$ cat src/hw/rtl/fcpr_pkg.sv
// shared constants, types and helper functions of the framed command packet receiver
package fcpr_pkg;

   localparam int FRAME_BYTES = 16;
   localparam int STORE_DEPTH = FRAME_BYTES - 2;
   localparam int STORE_IDX_W = $clog2(STORE_DEPTH);
   localparam int POS_W       = $clog2(FRAME_BYTES);
   localparam int UNIT_W      = 25;

   localparam logic [POS_W-1:0] POS_HUNT = '0;
   localparam logic [POS_W-1:0] POS_LAST = POS_W'(FRAME_BYTES - 1);

   localparam logic [7:0] START_BYTE  = 8'hFF;
   localparam logic [7:0] END_BYTE    = 8'hFE;
   localparam logic [7:0] VOLUME_MARK = 8'hF0;
   localparam logic [7:0] AUDIO_STOP  = 8'h00;
   localparam logic [7:0] TEMP_LOW    = 8'd10;
   localparam logic [7:0] TEMP_HIGH   = 8'd60;
   localparam logic [7:0] SUSTAIN_MAX = 8'd60;
   localparam logic [7:0] MODE_MAX    = 8'd2;
   localparam logic [7:0] MODE_AUDIO  = 8'd2;
   localparam logic [7:0] FLAG_ON     = 8'd1;
   localparam logic [7:0] OWN_ID_RESET = 8'd1;

   localparam logic [7:0] DROP_END   = 8'd0;
   localparam logic [7:0] DROP_ID    = 8'd1;
   localparam logic [7:0] DROP_MODE  = 8'd2;
   localparam logic [7:0] DROP_TEMP1 = 8'd3;
   localparam logic [7:0] DROP_TEMP2 = 8'd4;
   localparam logic [7:0] DROP_SUST1 = 8'd5;
   localparam logic [7:0] DROP_SUST2 = 8'd6;

   // frame store slots, byte n of the frame sits at slot n-1
   localparam int SLOT_ID    = 0;
   localparam int SLOT_MODE  = 1;
   localparam int SLOT_UNIT1 = 2;
   localparam int SLOT_UNIT2 = 6;
   localparam int SLOT_VOL   = 10;
   localparam int SLOT_LOOP  = 11;
   localparam int SLOT_PRE   = 12;
   localparam int SLOT_SND   = 13;

   typedef enum logic [1:0] {
      KIND_COMMAND = 2'd0,
      KIND_AUDIO   = 2'd1,
      KIND_DROP    = 2'd2
   } kind_type;

   typedef logic [STORE_DEPTH-1:0][7:0] frame_type;

   typedef struct packed {
      kind_type           kind;
      logic [7:0]         value;
      logic               last;
      logic [1:0]         mode;
      logic [UNIT_W-1:0]  unit_one;
      logic [UNIT_W-1:0]  unit_two;
      logic               loop_on;
      logic [7:0]         preset;
      logic [7:0]         sound;
   } result_type;

   typedef struct packed {
      logic       hunting;
      logic       last_byte;
   } pos_state_type;

   function automatic logic temp_bad(input logic [7:0] temp, input logic [7:0] fan,
                                     input logic [7:0] fan_only);
      return (fan_only != FLAG_ON) && (fan != 8'd0) && (temp != 8'd0) &&
             ((temp < TEMP_LOW) || (temp > TEMP_HIGH));
   endfunction

   function automatic logic [UNIT_W-1:0] pack_unit(input logic [7:0] temp,
                                                   input logic [7:0] sust,
                                                   input logic [7:0] fan,
                                                   input logic [7:0] fan_only);
      return {fan_only == FLAG_ON, fan, sust, temp};
   endfunction

   function automatic result_type simple_result(input kind_type kind, input logic [7:0] value,
                                                input logic last);
      result_type r;
      r = '0;
      r.kind  = kind;
      r.value = value;
      r.last  = last;
      return r;
   endfunction

endpackage

$ cat src/hw/rtl/fcpr_collect.sv
// byte position counter and frame store
module fcpr_collect (
   input  logic                clock,
   input  logic                reset,
   input  logic                accept,
   input  logic [7:0]          rx_byte,
   output fcpr_pkg::pos_state_type pos_state,
   output fcpr_pkg::frame_type frame
);
   import fcpr_pkg::*;

   logic [POS_W-1:0]       pos_ff, pos_in;
   frame_type              store_ff;
   logic [STORE_IDX_W-1:0] wr_idx;
   logic                   wr_en;

   assign pos_state.hunting   = (pos_ff == POS_HUNT);
   assign pos_state.last_byte = (pos_ff == POS_LAST);
   assign wr_idx = STORE_IDX_W'(pos_ff - POS_W'(1));
   assign wr_en  = accept && !pos_state.hunting && !pos_state.last_byte;
   assign frame  = store_ff;

   always_comb begin
      pos_in = pos_ff;
      if (accept) begin
         if (pos_state.hunting) begin
            if (rx_byte == START_BYTE) pos_in = POS_W'(1);
         end else if (pos_state.last_byte) begin
            pos_in = POS_HUNT;
         end else begin
            pos_in = pos_ff + POS_W'(1);
         end
      end
   end

   always_ff @(posedge clock) begin
      if (reset) begin
         pos_ff <= POS_HUNT;
      end else begin
         pos_ff <= pos_in;
      end
   end

   always_ff @(posedge clock) begin
      for (int i = 0; i < STORE_DEPTH; i++) begin
         if (wr_en && (wr_idx == STORE_IDX_W'(i))) store_ff[i] <= rx_byte;
      end
   end

   a_hunt_ignores: assert property (@(posedge clock) disable iff (reset)
      accept && pos_state.hunting && (rx_byte != START_BYTE) |=> pos_ff == POS_HUNT)
      else $error("non-start byte left hunt");
   a_frame_wraps: assert property (@(posedge clock) disable iff (reset)
      accept && pos_state.last_byte |=> pos_ff == POS_HUNT)
      else $error("frame end did not return to hunt");
   a_start_enters: assert property (@(posedge clock) disable iff (reset)
      accept && pos_state.hunting && (rx_byte == START_BYTE) |=> pos_ff == POS_W'(1))
      else $error("start byte not taken");

endmodule

$ cat src/hw/rtl/fcpr_check.sv
// frame validation and command or audio decode
module fcpr_check (
   input  fcpr_pkg::frame_type  frame,
   input  logic [7:0]           end_byte,
   input  logic [7:0]           own_id,
   output logic                 two_results,
   output fcpr_pkg::result_type res0,
   output fcpr_pkg::result_type res1
);
   import fcpr_pkg::*;

   logic [7:0] id, md, t1, s1, f1, o1, t2, s2, f2, o2, vol, lp, pre, snd;
   logic       loop;
   logic       audio_only;
   logic [7:0] track_code;

   assign id  = frame[SLOT_ID];
   assign md  = frame[SLOT_MODE];
   assign t1  = frame[SLOT_UNIT1];
   assign s1  = frame[SLOT_UNIT1 + 1];
   assign f1  = frame[SLOT_UNIT1 + 2];
   assign o1  = frame[SLOT_UNIT1 + 3];
   assign t2  = frame[SLOT_UNIT2];
   assign s2  = frame[SLOT_UNIT2 + 1];
   assign f2  = frame[SLOT_UNIT2 + 2];
   assign o2  = frame[SLOT_UNIT2 + 3];
   assign vol = frame[SLOT_VOL];
   assign lp  = frame[SLOT_LOOP];
   assign pre = frame[SLOT_PRE];
   assign snd = frame[SLOT_SND];

   assign loop = (lp == FLAG_ON);
   assign audio_only = (md == MODE_AUDIO) && (pre == 8'd0) && (t1 == 8'd0) && (s1 == 8'd0) &&
                       (f1 == 8'd0) && (t2 == 8'd0) && (s2 == 8'd0) && (f2 == 8'd0);
   // (snd - 1) * 2 + 1 + loop, wrapping at 8 bits
   assign track_code = {snd[6:0], 1'b0} - 8'd1 + {7'd0, loop};

   always_comb begin
      two_results = 1'b0;
      res1 = simple_result(KIND_AUDIO, vol, 1'b1);
      if (end_byte != END_BYTE) begin
         res0 = simple_result(KIND_DROP, DROP_END, 1'b1);
      end else if (id != own_id) begin
         res0 = simple_result(KIND_DROP, DROP_ID, 1'b1);
      end else if (md > MODE_MAX) begin
         res0 = simple_result(KIND_DROP, DROP_MODE, 1'b1);
      end else if (temp_bad(t1, f1, o1)) begin
         res0 = simple_result(KIND_DROP, DROP_TEMP1, 1'b1);
      end else if (temp_bad(t2, f2, o2)) begin
         res0 = simple_result(KIND_DROP, DROP_TEMP2, 1'b1);
      end else if (s1 > SUSTAIN_MAX) begin
         res0 = simple_result(KIND_DROP, DROP_SUST1, 1'b1);
      end else if (s2 > SUSTAIN_MAX) begin
         res0 = simple_result(KIND_DROP, DROP_SUST2, 1'b1);
      end else if (audio_only) begin
         if (vol != 8'd0) begin
            res0 = simple_result(KIND_AUDIO, VOLUME_MARK, 1'b0);
            two_results = 1'b1;
         end else if (snd == 8'd0) begin
            res0 = simple_result(KIND_AUDIO, AUDIO_STOP, 1'b1);
         end else begin
            res0 = simple_result(KIND_AUDIO, track_code, 1'b1);
         end
      end else begin
         res0 = simple_result(KIND_COMMAND, 8'd0, 1'b1);
         res0.mode     = md[1:0];
         res0.unit_one = pack_unit(t1, s1, f1, o1);
         res0.unit_two = pack_unit(t2, s2, f2, o2);
         res0.loop_on  = loop;
         res0.preset   = pre;
         res0.sound    = snd;
      end
   end

endmodule

$ cat src/hw/rtl/fcpr_queue.sv
// two-entry result register feeding the response channel
module fcpr_queue (
   input  logic                 clock,
   input  logic                 reset,
   input  logic                 push,
   input  logic                 push_two,
   input  fcpr_pkg::result_type push_res0,
   input  fcpr_pkg::result_type push_res1,
   input  logic                 pop,
   output logic                 room,
   output logic                 head_valid,
   output fcpr_pkg::result_type head
);
   import fcpr_pkg::*;

   logic [1:0] count_ff, count_in;
   result_type slot0_ff, slot0_in;
   result_type slot1_ff, slot1_in;

   assign head_valid = (count_ff != 2'd0);
   assign head       = slot0_ff;
   // a push needs both slots free once this cycle's pop is done
   assign room = (count_ff == 2'd0) || ((count_ff == 2'd1) && pop);

   always_comb begin
      count_in = count_ff;
      slot0_in = slot0_ff;
      slot1_in = slot1_ff;
      if (push) begin
         slot0_in = push_res0;
         slot1_in = push_res1;
         count_in = push_two ? 2'd2 : 2'd1;
      end else if (pop && head_valid) begin
         slot0_in = slot1_ff;
         count_in = count_ff - 2'd1;
      end
   end

   always_ff @(posedge clock) begin
      if (reset) begin
         count_ff <= 2'd0;
      end else begin
         count_ff <= count_in;
      end
   end

   always_ff @(posedge clock) begin
      slot0_ff <= slot0_in;
      slot1_ff <= slot1_in;
   end

   a_count_bound: assert property (@(posedge clock) disable iff (reset)
      count_ff != 2'd3)
      else $error("result count overflow");
   a_push_has_room: assert property (@(posedge clock) disable iff (reset)
      push |-> room)
      else $error("push without free slots");
   a_push_shows: assert property (@(posedge clock) disable iff (reset)
      push && push_two |=> count_ff == 2'd2)
      else $error("two-result push lost an entry");

endmodule

$ cat src/hw/rtl/framed_command_packet_receiver.sv
// top level of the framed command packet receiver
//
//  channel  direction  handshake              payload
//  req      in         req_valid/req_ready    req_rx_byte
//  rsp      out        rsp_valid/rsp_ready    rsp_event_kind ... rsp_sound_track
//  csr      in         csr_wr_en              csr_wr_data (own id)
//
// one byte per cycle while req_ready is high; the frame end byte is checked in the cycle it is taken
// and its one or two results are visible in the next cycle
// bytes other than the frame end byte are always accepted
// the frame end byte waits only while results of the previous frame remain
// reset clears the position counter, the result queue and sets own id to one
module framed_command_packet_receiver (
   input  logic                        clock,
   input  logic                        reset,
   input  logic                        req_valid,
   output logic                        req_ready,
   input  logic [7:0]                  req_rx_byte,
   output logic                        rsp_valid,
   input  logic                        rsp_ready,
   output logic [1:0]                  rsp_event_kind,
   output logic [7:0]                  rsp_event_value,
   output logic                        rsp_last_of_run,
   output logic [1:0]                  rsp_mode,
   output logic [fcpr_pkg::UNIT_W-1:0] rsp_unit_one,
   output logic [fcpr_pkg::UNIT_W-1:0] rsp_unit_two,
   output logic                        rsp_loop_on,
   output logic [7:0]                  rsp_preset_number,
   output logic [7:0]                  rsp_sound_track,
   input  logic                        csr_wr_en,
   input  logic [7:0]                  csr_wr_data
);
   import fcpr_pkg::*;

   logic [7:0]    own_id_ff;
   pos_state_type pos_state;
   frame_type     frame;
   logic          accept;
   logic          push;
   logic          two_results;
   logic          room;
   result_type    res0, res1, head;

   always_ff @(posedge clock) begin
      if (reset) begin
         own_id_ff <= OWN_ID_RESET;
      end else if (csr_wr_en) begin
         own_id_ff <= csr_wr_data;
      end
   end

   assign req_ready = !pos_state.last_byte || room;
   assign accept    = req_valid && req_ready;
   assign push      = accept && pos_state.last_byte;

   fcpr_collect u_collect (
      .clock     (clock),
      .reset     (reset),
      .accept    (accept),
      .rx_byte   (req_rx_byte),
      .pos_state (pos_state),
      .frame     (frame)
   );

   fcpr_check u_check (
      .frame       (frame),
      .end_byte    (req_rx_byte),
      .own_id      (own_id_ff),
      .two_results (two_results),
      .res0        (res0),
      .res1        (res1)
   );

   fcpr_queue u_queue (
      .clock      (clock),
      .reset      (reset),
      .push       (push),
      .push_two   (two_results),
      .push_res0  (res0),
      .push_res1  (res1),
      .pop        (rsp_ready),
      .room       (room),
      .head_valid (rsp_valid),
      .head       (head)
   );

   assign rsp_event_kind    = head.kind;
   assign rsp_event_value   = head.value;
   assign rsp_last_of_run   = head.last;
   assign rsp_mode          = head.mode;
   assign rsp_unit_one      = head.unit_one;
   assign rsp_unit_two      = head.unit_two;
   assign rsp_loop_on       = head.loop_on;
   assign rsp_preset_number = head.preset;
   assign rsp_sound_track   = head.sound;

   a_end_gives_result: assert property (@(posedge clock) disable iff (reset)
      push |=> rsp_valid)
      else $error("frame end produced no transaction");
   a_no_result_midframe: assert property (@(posedge clock) disable iff (reset)
      !rsp_valid && !push |=> !rsp_valid)
      else $error("transaction appeared without a frame end");
   a_mid_bytes_flow: assert property (@(posedge clock) disable iff (reset)
      !pos_state.last_byte |-> req_ready)
      else $error("stalled on a mid-frame byte");

endmodule

$ cat config.mk
export PLATFORM = sky130hd
export DESIGN_NAME = framed_command_packet_receiver
export DESIGN_NICKNAME = d
export VERILOG_FILES = /design/src/hw/rtl/fcpr_pkg.sv /design/src/hw/rtl/fcpr_collect.sv /design/src/hw/rtl/fcpr_check.sv /design/src/hw/rtl/fcpr_queue.sv /design/src/hw/rtl/framed_command_packet_receiver.sv
export SDC_FILE = /design/constraint.sdc
export NUM_CORES = 1
export LEC_CHECK = 0
export BUFFER_PORTS_ARGS = -buffer_cell sky130_fd_sc_hd__buf_2
export CAP_MARGIN = 20
export CORE_MARGIN = 8
export CORE_UTILIZATION = 30
export DETAILED_ROUTE_END_ITERATION = 8
export PLACE_DENSITY = 0.53
export SLEW_MARGIN = 10
export SYNTH_ARGS = -nofsm -noshare
export SYNTH_HDL_FRONTEND = slang
export SYNTH_SLANG_ARGS = --single-unit
$ cat constraint.sdc
create_clock -name clock -period 6.6 [get_ports clock]
set_clock_uncertainty 0.1 [all_clocks]
set_input_delay 0.99 -clock clock [delete_from_list [all_inputs] [get_ports clock]]
set_output_delay 0.99 -clock clock [all_outputs]
set_load 0.01 [all_outputs]
# [Word level (Yosys, flattened, before mapping)]
# Cells that the tools add are included.
[op_classes] addsub=5 n_lt_le_gt_ge=7 n_eq_ne=25 n_mux=27 reduce_logical=58
[op_table] operator="$mux W80" count=11
[op_table] operator="$mux W78" count=1
[op_table] operator="$logic_not A8 Y1" count=8
[op_table] operator="$reduce_bool A8 Y1" count=5
[op_table] operator="$logic_and A1 B1 Y1" count=33
[op_table] operator="$gt A8 B6 Y1 const B" count=4
[op_table] operator="$eq A4 B4 Y1 const B" count=7
[op_table] operator="$eq A8 B1 Y1 const B" count=3
[op_table] operator="$eq A4 B3 Y1 const B" count=4
[op_table] operator="$lt A8 B4 Y1 const B" count=2
[op_table] operator="$ne A8 B1 Y1 const B" count=2
[op_table] operator="$mux W4" count=3
[op_table] operator="$mux W1" count=9
[op_table] operator="$add A8 B1 Y8" count=1
[op_table] operator="$eq A4 B2 Y1 const B" count=2
[op_table] operator="$eq A8 B2 Y1 const B" count=1
[op_table] operator="$eq A8 B8 Y1 const B" count=1
[op_table] operator="$gt A8 B2 Y1 const B" count=1
[op_table] operator="$logic_not A4 Y1" count=2
[op_table] operator="$ne A8 B8 Y1" count=1
[op_table] operator="$ne A8 B8 Y1 const B" count=1
[op_table] operator="$sub A8 B1 Y8 const B" count=1
[op_table] operator="$mux W2" count=3
[op_table] operator="$add A4 B1 Y4 const B" count=1
[op_table] operator="10 further kinds" count=15
[word_totals] register_bits=214 elab_cells=149

# [Logic depth before layout (Yosys ltp)]
# Gate-level depths: netlist of run 1.
[logic_depth] word_depth=18 mapped_depth=9 ltp_nobuf=9

# [Modules after synthesis]
# From an unflattened synthesis of run 1, not the netlist that was laid out.
[unflattened] cells_unflattened=763 area_unflattened_um2=12254.3
[modules_own_cells] module="fcpr_queue" n_inst=1 cells_each=268 area_each_um2=6199.7
[modules_own_cells] module="fcpr_collect" n_inst=1 cells_each=182 area_each_um2=3881.2
[modules_own_cells] module="fcpr_check" n_inst=1 cells_each=284 area_each_um2=1864.3
[modules_own_cells] module="framed_command_packet_receiver" n_inst=1 cells_each=29 area_each_um2=309.0

# [Least setup slack after synthesis of run 1]
# No wires, ideal clock.
[synth_path] kind="input to register" startpoint="in req_valid" endpoint="reg u_queue.slot0_ff, in the netlist u_queue.head[69] (data pin)" arrival_time_ps=5447 required_time_ps=6241 setup_slack_ps=794 stages=5 path_buffers=0 path_cell_list="nand4_2 > o21bai_1 > o21ai_0 > nor2_1 > nand2_1"
[synth_via] elab_chain_len=3
[synth_rtl] item="start: declaration" line_no="framed_command_packet_receiver.sv:16" rtl="input logic req_valid,"
[synth_rtl] item="$logic_and A1 B1 Y1" line_no="framed_command_packet_receiver.sv:53" rtl="assign accept = req_valid && req_ready;"
[synth_rtl] item="$logic_and A1 B1 Y1" line_no="framed_command_packet_receiver.sv:54" rtl="assign push = accept && pos_state.last_byte;"
[synth_rtl] item="$mux W80" line_no="fcpr_queue.sv:29" rtl="if (push) begin"
[synth_rtl] item="end signal: assignment" line_no="fcpr_queue.sv:48" rtl="slot0_ff <= slot0_in;"
[synth_rtl] item="end: declaration" line_no="fcpr_queue.sv:17" rtl="result_type slot0_ff, slot0_in;"
# No other way between the ends.
# A chain may end at the register's enable or synchronous reset.

# [Worst setup path after layout of run 1]
[layout_path] startpoint="in req_rx_byte[7]" endpoint="reg u_queue.slot0_ff, in the netlist u_queue.head[41] (data pin)"
[layout_via] elab_chain_len=3
[layout_rtl] item="start: declaration" line_no="framed_command_packet_receiver.sv:18" rtl="input logic [7:0] req_rx_byte,"
[layout_rtl] item="$ne A8 B8 Y1" line_no="fcpr_check.sv:41" rtl="if (end_byte != END_BYTE) begin"
[layout_rtl] item="$mux W80" line_no="fcpr_check.sv:41"
[layout_rtl] item="$mux W80" line_no="fcpr_queue.sv:29"
# No other way between the ends.

==> metrics.cfg, run 1 <==
[logic_synthesis]
yosys_warnings=0
syn_inst=532
synth_area_sq_um=8300
synth-edff-count=200
ys_seq_area_share_pct=75.7
avgSynthCellArea_sq_um=15.6
ys.flop_type=edfxtp_1
synthDistinctLibCells=57
async_reset_ff_share_pct=0
synth-seq-cells=214

[place]
dpl_cell_area_sq_um=9180
hpwl_microns=13100
port_buffers=102
gp_congestion=0.792

[floorplanning]
io_pins=103
core-area_sq_um=27500
die_h_microns=182
die-area_sq_um=33200
rows=61
die_w_microns=182
start_util_pct=30.2

[layout]
final_area_sq_um=10000
syn_to_final_growth_pct=20.5
drive_above_1_share_pct=22.6
antenna_cells=0
final_nets=679
fill_cells=2619

[routing]
dr.pass1.iters=7
wl_met1_microns=8360
top_layer_used=met5
wl_met3_microns=1040
wl_microns=18500
route.met2.wl_microns=8770
via_per_inst=4.63
route.detailed.drc=0
drt_iter0_drc=357
post_drt_wl_per_cell_microns=18.3
num_vias=4678
postRouteAntennaNets=0

[power]
p_per_area_nw_per_um2=305
p_leak_nw=3.50
ir_drop_mv=0.145

[grt]
grt_pass1_wl_microns=28200
grt_util_all_layers_pct=10.9
antenna_found_initial=1
grt_overflow=0
grt_max_degree=65
first_global_vias=4860

[clock_tree]
htree_levels=1
post_cts_buffers=0
path_clk_slew_ns=0.06
clockBufferDepth=3
cts-root-buf=clkbuf_16
clk_latency_ns=0.50
cts_tree=built
clock_sinks=214
cts_resized=0
cts_buffers=22
holdBufCountCts=0

[critical_path]
start_kind=input pin
endpoint_kind=register
r2r_end=u_queue.head[41]
required_ns=6.87
r2r_start=u_collect.pos_ff[1]
ff2ff_setup_slack_ns=2.98
reg2reg_depth=8
path_max_fanout=64
worstSetupPathType=input pin to register
cp.arrival_ns=3.91

[worst_hold_path]
hp-start=u_collect.frame[80]
whs_endpoint=u_queue.slot1_ff[70]
min_path_cells=0
hp-class=register to register

[timing]
fin_crit_sh_pct=55.1
report.final.slew_viol_count=0
worst_pin_slew_ns=0.981
relSlewSlack_pct=34.4
rsz0062_at_grt=false
finalSetupViolCount=0
tns_ns=0
fmax_ghz=0.275
period_minus_slack_ns=3.64
hold_viol_final=0

[outcome]
status=finished clean

[job]
maxCapViolCount=0

worst max path at each step:
stage                   startpoint          endpoint  slack, ns
2_1_floorplan            req_valid  u_queue.head[69]       0.79
3_3_place_gp        req_rx_byte[1]  u_queue.head[41]       2.65
3_5_place_dp        req_rx_byte[7]  u_queue.head[41]       2.51
4_1_cts             req_rx_byte[7]  u_queue.head[41]       3.00
5_1_grt        u_collect.pos_ff[1]  u_queue.head[41]       2.65
6_report            req_rx_byte[7]  u_queue.head[41]       2.96
cells by family (layout without fill, tap and decap cells):
kind of cell	Yosys count	count (layout)	share of synthesized area (%)
xor gates and xnor gates	13	13	1.37
AOI/OAI and AO/OA	49	49	4.34
muxes	9	9	1.09
and+or+nand+nor	213	213	14.3
adders and majority gates	9	9	1.36
DFF	214	214	75.7
buffers and inverters	24	154	1.72
other	1	4	0.0452
layout make-up:
class / instances / area (sq um) / share of cell area (%)
Sequential cell: 214 / 6290 / 62.8
Inverter: 10 / 37.5 / 0.375
Clock inverter: 12 / 214 / 2.14
Timing Repair Buffer: 104 / 526 / 5.25
Clock buffer: 28 / 614 / 6.14
Multi-Input combinational cell: 297 / 1890 / 18.9
Tap cell: 346 / 433 / 4.33
synth_stat cells (all sizes together), types with 3 or more instances:
library cell	count	share of area [%]
o21ai	7	0.42
nand2	26	1.2
ha	9	1.4
and3	10	0.75
xnor2	13	1.4
buf	7	0.95
dfxtp	14	3.4
nor3	3	0.18
a22o	3	0.32
or4	3	0.27
a21oi	10	0.60
nand3	8	0.48
mux2i	9	1.1
o21a	3	0.27
inv	10	0.45
and2	56	4.2
nand4	12	0.98
nor4	23	2.0
clkbuf	7	0.32
a211o	3	0.32
a21o	4	0.36
nor2	52	2.4
nor4b	5	0.53
edfxtp	200	72
layer usage:
metal  vias up  track usage (%)
li1       2242                -
met4         2             3.28
met1      2260             14.2
met3        31             2.19
met2       143             18.0
met5         -                0
worst max-delay path, stage by stage:
cell	delay [ns]
buf_2	0.34
nand4_1	0.23
nor4_1	0.56
or4b_1	0.57
nor4_4	0.38
buf_4	0.47
and2_1	0.20
and2b_1	0.12
power by group:
part	internal [W]	switching [W]
sequential	0.00153	0.0000130
clock	0.000893	0.000491
combinational	0.0000403	0.0000901
cell usage in the layout (no fill, tap or decap), types with 3 or more instances in the layout:
cell type / n
and2_1: 55
a21oi_1: 10
nand2_1: 26
buf_2: 102
clkbuf_1: 3
bufinv_16: 6
ha_1: 9
nor4b_1: 5
xnor2_1: 13
edfxtp_1: 200
nor4_1: 21
nor3_1: 3
conb_1: 4
a21o_1: 4
and3_1: 10
a211o_1: 3
o21a_1: 3
nor2_1: 52
a22o_1: 3
dfxtp_1: 14
inv_1: 10
nand3_1: 8
or4_1: 3
mux2i_1: 9
o21ai_0: 7
nand4_1: 11
clkbuf_16: 23
through the flow:
stage | setup WS (ns) | utilization [%] | hold WS (ns) | total power, W | instances
after CTS | 3.00 | 36.4 | 0.350 | 0.00309 | 1011
after global placement | 2.65 | 33.4 | 0.337 | 0.00170 | 971
final | 2.96 | 36.4 | 0.352 | 0.00305 | 1011
after detailed placement | 2.51 | 33.4 | 0.338 | 0.00171 | 971
after global routing | 2.65 | 36.4 | 0.360 | 0.00316 | 1011
after floorplan | 0.794 | - | 0.327 | 0.00163 | 535
registers in the layout (all words and copies together) (netlist names):
register and cells:
u_queue.count_ff 2, u_queue.head 80, u_collect.pos_ff 4, u_queue.slot1_ff 8, u_collect.frame 112, own_id_ff 8
Power figures use the tool's default switching activity.
==> run 2: changes to the inputs <==
- PLACE_DENSITY: 0.53 -> 0.54
- clock period: 6.6 -> 3 ns (I/O delays scaled with it)
==> metrics.cfg, run 2 (synthesized netlist as in run 1, its figures left out) <==
[outcome]
status=finished clean

[layout]
drive_above_1_share_pct=27.2  ; +4.7 points
fill_cells=2571  ; -1.8%
stdcell_count=1051  ; +4.0%
mostFrequentLayoutCells=200 x edfxtp_1, 102 x buf_2, 55 x and2_1, 52 x nor2_1, 36 x buf_4
layout_commonest_cell=edfxtp_1
largest_reg_flops=112  ; unchanged
final_nets=716  ; +5.4%
final_area_sq_um=10300  ; +2.8%
syn_to_final_growth_pct=23.9

[clock_tree]
htree_levels=1  ; unchanged
clockBufferDepth=3  ; unchanged
path_clk_slew_ns=0.06  ; about the same
holdBufCountCts=0  ; unchanged
clock_sinks=214  ; unchanged
cts_buffers=22  ; unchanged
post_cts_buffers=0  ; unchanged
cts-root-buf=clkbuf_16
clk_latency_ns=0.52  ; +0.02 ns
cts_tree=built

[place]
hpwl_microns=13000  ; -0.51%
dpl_cell_area_sq_um=9480  ; +3.3%
port_buffers=102  ; unchanged
gp_congestion=0.777  ; -1.9%
dp_cells=1008  ; +3.8%

[floorplanning]
rows=61  ; unchanged
die_w_microns=182  ; unchanged
die-area_sq_um=33200  ; unchanged
start_util_pct=30.2  ; unchanged
die_h_microns=182  ; unchanged
core-area_sq_um=27500  ; unchanged
io_pins=103  ; unchanged

[critical_path]
r2r_end=u_queue.head[68]
r2r_start=u_collect.pos_ff[2]
reg2reg_depth=6  ; -2
path_max_fanout=37  ; -42%
start_kind=register
crit_start=u_collect.pos_ff[2]
cp.arrival_ns=3.04  ; -0.87 ns
required_ns=3.27  ; -3.60 ns
endpoint_kind=register
ff2ff_setup_slack_ns=0.23  ; -2.75 ns
worstSetupPathType=register to register
crit_path_end=u_queue.head[68]

[grt]
first_global_vias=4858  ; -0.041%
grt_max_degree=41  ; -37%
grt_overflow=0  ; unchanged
antenna_found_initial=4  ; +3
grt_util_all_layers_pct=11.2  ; +0.33 points
grt_pass1_wl_microns=28700  ; +1.9%

[power]
p_per_area_nw_per_um2=643  ; +110%
total_power_w=0.00661  ; +120%
ir_drop_mv=0.346  ; +140%
p_leak_nw=3.68  ; +5.3%

[timing]
worst_pin_slew_ns=0.634  ; -0.347 ns
period_minus_slack_ns=2.77
rsz0062_at_grt=false
tns_ns=0  ; unchanged
report.final.slew_viol_count=0  ; unchanged
relSlewSlack_pct=57.6  ; +23 points
hold_viol_final=0  ; unchanged
fin_crit_sh_pct=92.4
finalSetupViolCount=0  ; unchanged
fmax_ghz=0.361

[routing]
route.detailed.drc=0  ; unchanged
post_drt_wl_per_cell_microns=17.9  ; -2.1%
wl_microns=18900  ; +1.7%
drt_iter0_drc=230  ; -36%
num_vias=4804  ; +2.7%
via_per_inst=4.57  ; -1.2%
dr.pass1.iters=4  ; -3
postRouteAntennaNets=0  ; unchanged

[worst_hold_path]
hp-class=input pin to register

[job]
maxCapViolCount=0  ; unchanged

## run 2: changes by cell type in the layout (fill, tap and decap cells not counted), sizes merged
cell    change
bufinv      -1
clkbuf      -4
diode       +3
clkinv      +5
buf        +37
## run 2: repair_timing
action                                  CTS  global route
resized for setup                         0             2
endpoints found under the setup margin    0            38
hold endpoints to repair                  0             0
## run 2: per-stage QoR
step	setup slack (ns)	hold WS (ns)	util, %
2_1_floorplan	0.165	0.327	-
3_3_place_gp	0.0635	0.336	34.5
3_5_place_dp	0.0634	0.335	34.5
4_1_cts	0.0660	0.0403	37.4
5_1_grt	0.0298	0.0411	37.4
6_report	0.227	0.0593	37.4
## run 2: metal layers
metal  GRT usage (%)  up-vias  share of wire, %
li1                -     2322                 -
met1            14.0     2323                43
met2            18.8      128                48
met3            2.49       29               6.7
met4            4.07        2               2.3
met5               0        -             0.069
## run 2: layout make-up
cell class	count	area, sq um	share of cell area (%)
Antenna cell	3	7.51	0.0730
Clock buffer	24	558	5.43
Clock inverter	16	230	2.24
Inverter	10	37.5	0.365
Multi-Input combinational cell	297	1900	18.5
Sequential cell	214	6290	61.1
Tap cell	346	433	4.21
Timing Repair Buffer	141	832	8.09
## run 2: where the power goes
part	internal, W	total [W]	switching (W)
Sequential	0.00336	0.00338	0.0000278
Clock	0.00179	0.00292	0.00113
Combinational	0.000104	0.000311	0.000206
## run 2: worst min path at each step
| stage | from | end | cells past startpoint |
|---|---|---|---|
| floorplan | u_collect.frame[81] | u_queue.slot1_ff[71] | 0 |
| global placement | u_collect.frame[81] | u_queue.slot1_ff[71] | 0 |
| detailed placement | u_collect.frame[84] | u_queue.slot1_ff[74] | 0 |
| CTS | csr_wr_data[0] | own_id_ff[0] | 2 |
| global route | csr_wr_data[0] | own_id_ff[0] | 2 |
| finish | csr_wr_data[0] | own_id_ff[0] | 2 |
## run 2: critical path, stage by stage, from the launching register on
cell and delay (ns):
dfxtp_1 0.53, nand4_2 0.25, nor4_2 0.43, or4b_1 0.56, nor4_4 0.29, buf_6 0.28
and3_1 0.19
==> run 3: changes to the inputs <==
- RECOVER_POWER: not set -> 25
==> metrics.cfg, run 3 (synthesized netlist as in run 1, its figures left out) <==
[timing]
tns_ns=0  ; unchanged
relSlewSlack_pct=26.3  ; -31 points
worst_pin_slew_ns=1.10  ; +0.471 ns
finalSetupViolCount=0  ; unchanged
rsz0062_at_grt=false
period_minus_slack_ns=2.77  ; -0.00320 ns
fmax_ghz=0.361  ; +0.12%
fin_crit_sh_pct=92.3  ; -0.11 points
hold_viol_final=0  ; unchanged
report.final.slew_viol_count=0  ; unchanged

[place]
hpwl_microns=13000  ; unchanged
dpl_cell_area_sq_um=9480  ; unchanged
gp_congestion=0.777  ; unchanged
port_buffers=102  ; unchanged

[power]
combPwrFrac_pct=4.6  ; about the same
p_int_w=0.00525  ; -0.10%
power.share.clock_pct=44.2  ; about the same
seq_power_share_pct=51.2  ; about the same
p_leak_nw=3.63  ; -1.4%
p_sw_w=0.00136  ; +0.11%
switching_share_pct=20.6  ; +0.035 points
ir_drop_mv=0.347  ; +0.30%
p_per_area_nw_per_um2=646  ; +0.41%

[grt]
grt_util_all_layers_pct=11.2  ; unchanged
grt_pass1_wl_microns=28700  ; unchanged
first_global_vias=4858  ; unchanged
antenna_found_initial=0  ; -4
grt_max_degree=41  ; unchanged
grt_overflow=0  ; unchanged

[layout]
drive_above_1_share_pct=24.9  ; -2.3 points
largest_reg_flops=112  ; unchanged
syn_to_final_growth_pct=23.3
final_area_sq_um=10200  ; -0.46%
layout_commonest_cell=edfxtp_1
antenna_cells=0  ; -3
final_nets=716  ; unchanged
fill_cells=2584  ; +0.51%
mostFrequentLayoutCells=200 x edfxtp_1, 94 x buf_2, 55 x and2_1, 52 x nor2_1, 28 x buf_4

[critical_path]
required_ns=3.27  ; about the same
path_max_fanout=37  ; unchanged
start_kind=register
ff2ff_setup_slack_ns=0.23  ; about the same
endpoint_kind=register
worstSetupPathType=register to register
cp.arrival_ns=3.04  ; about the same

[routing]
drt_iter0_drc=243  ; +5.7%
post_drt_wl_per_cell_microns=18.0  ; +0.44%
wl_microns=18900  ; +0.15%
postRouteAntennaNets=0  ; unchanged
num_vias=4813  ; +0.19%
route.detailed.drc=0  ; unchanged
via_per_inst=4.59  ; +0.47%
dr.pass1.iters=4  ; unchanged

[floorplanning]
die_h_microns=182  ; unchanged
rows=61  ; unchanged
start_util_pct=30.2  ; unchanged
io_pins=103  ; unchanged
core-area_sq_um=27500  ; unchanged
die-area_sq_um=33200  ; unchanged
die_w_microns=182  ; unchanged

[job]
maxCapViolCount=0  ; unchanged

[clock_tree]
path_clk_slew_ns=0.06  ; about the same
clockBufferDepth=3  ; unchanged
clk_latency_ns=0.52  ; about the same
cts_tree=built
cts-root-buf=clkbuf_16
post_cts_buffers=0  ; unchanged
clock_sinks=214  ; unchanged
htree_levels=1  ; unchanged
holdBufCountCts=0  ; unchanged
cts_resized=0  ; unchanged
cts_buffers=22  ; unchanged

[outcome]
status=finished clean

[worst_hold_path]
hp-class=input pin to register

-- run 3: cell types whose count changed in the layout (fill, tap and decap cells not counted) --
cell | previous run | this run
clkbuf_1 | 2 | 18
buf_2 | 102 | 94
buf_4 | 36 | 28
diode_2 | 3 | 0
-- run 3: final cells by class --
class | count | area [sq um] | area share, %
Sequential cell | 214 | 6290 | 61.4
Clock buffer | 24 | 558 | 5.45
Clock inverter | 16 | 230 | 2.25
Tap cell | 346 | 433 | 4.23
Timing Repair Buffer | 141 | 792 | 7.74
Multi-Input combinational cell | 297 | 1900 | 18.6
Inverter | 10 | 37.5 | 0.367
-- run 3: final timing paths --
check | startpoint | endpoint | cells past startpoint
setup / recovery | u_collect.pos_ff[2] | u_queue.head[68] | 6
hold / removal | csr_wr_data[0] | own_id_ff[0] | 2
setup reg to reg | u_collect.pos_ff[2] | u_queue.head[68] | 6
hold reg to reg | u_collect.frame[84] | u_queue.slot1_ff[74] | 0
-- run 3: critical path, stage by stage, from the launching register on --
cell,delay [ns]
dfxtp_1,0.53
nand4_2,0.25
nor4_2,0.43
or4b_1,0.56
nor4_4,0.29
buf_6,0.28
and3_1,0.19
-- run 3: metrics by stage --
stage | instances | hold slack [ns] | setup slack [ns] | power, W | util [%]
floorplan | 535 | 0.327 | 0.165 | 0.00358 | -
global placement | 1008 | 0.336 | 0.0635 | 0.00377 | 34.5
detailed placement | 1008 | 0.335 | 0.0634 | 0.00377 | 34.5
CTS | 1048 | 0.0403 | 0.0660 | 0.00670 | 37.4
global route | 1048 | 0.0411 | 0.0298 | 0.00683 | 37.3
finish | 1048 | 0.0584 | 0.231 | 0.00661 | 37.3
-- run 3: power by group through the flow --
stage	Combinational, W	Clock [W]	Sequential (W)
after global placement	0.000320	0	0.00345
after floorplan	0.0000900	0	0.00349
final	0.000305	0.00292	0.00339
after detailed placement	0.000321	0	0.00345
after CTS	0.000321	0.00299	0.00339
after global routing	0.000334	0.00310	0.00339
-- run 3: routing by layer --
layer	global-route usage [%]	vias to the layer above	share of wire, %
met2	18.8	123	48
met5	0	-	0
met3	2.49	30	6.6
met1	14.0	2344	43
met4	4.07	0	2.4
li1	-	2316	-
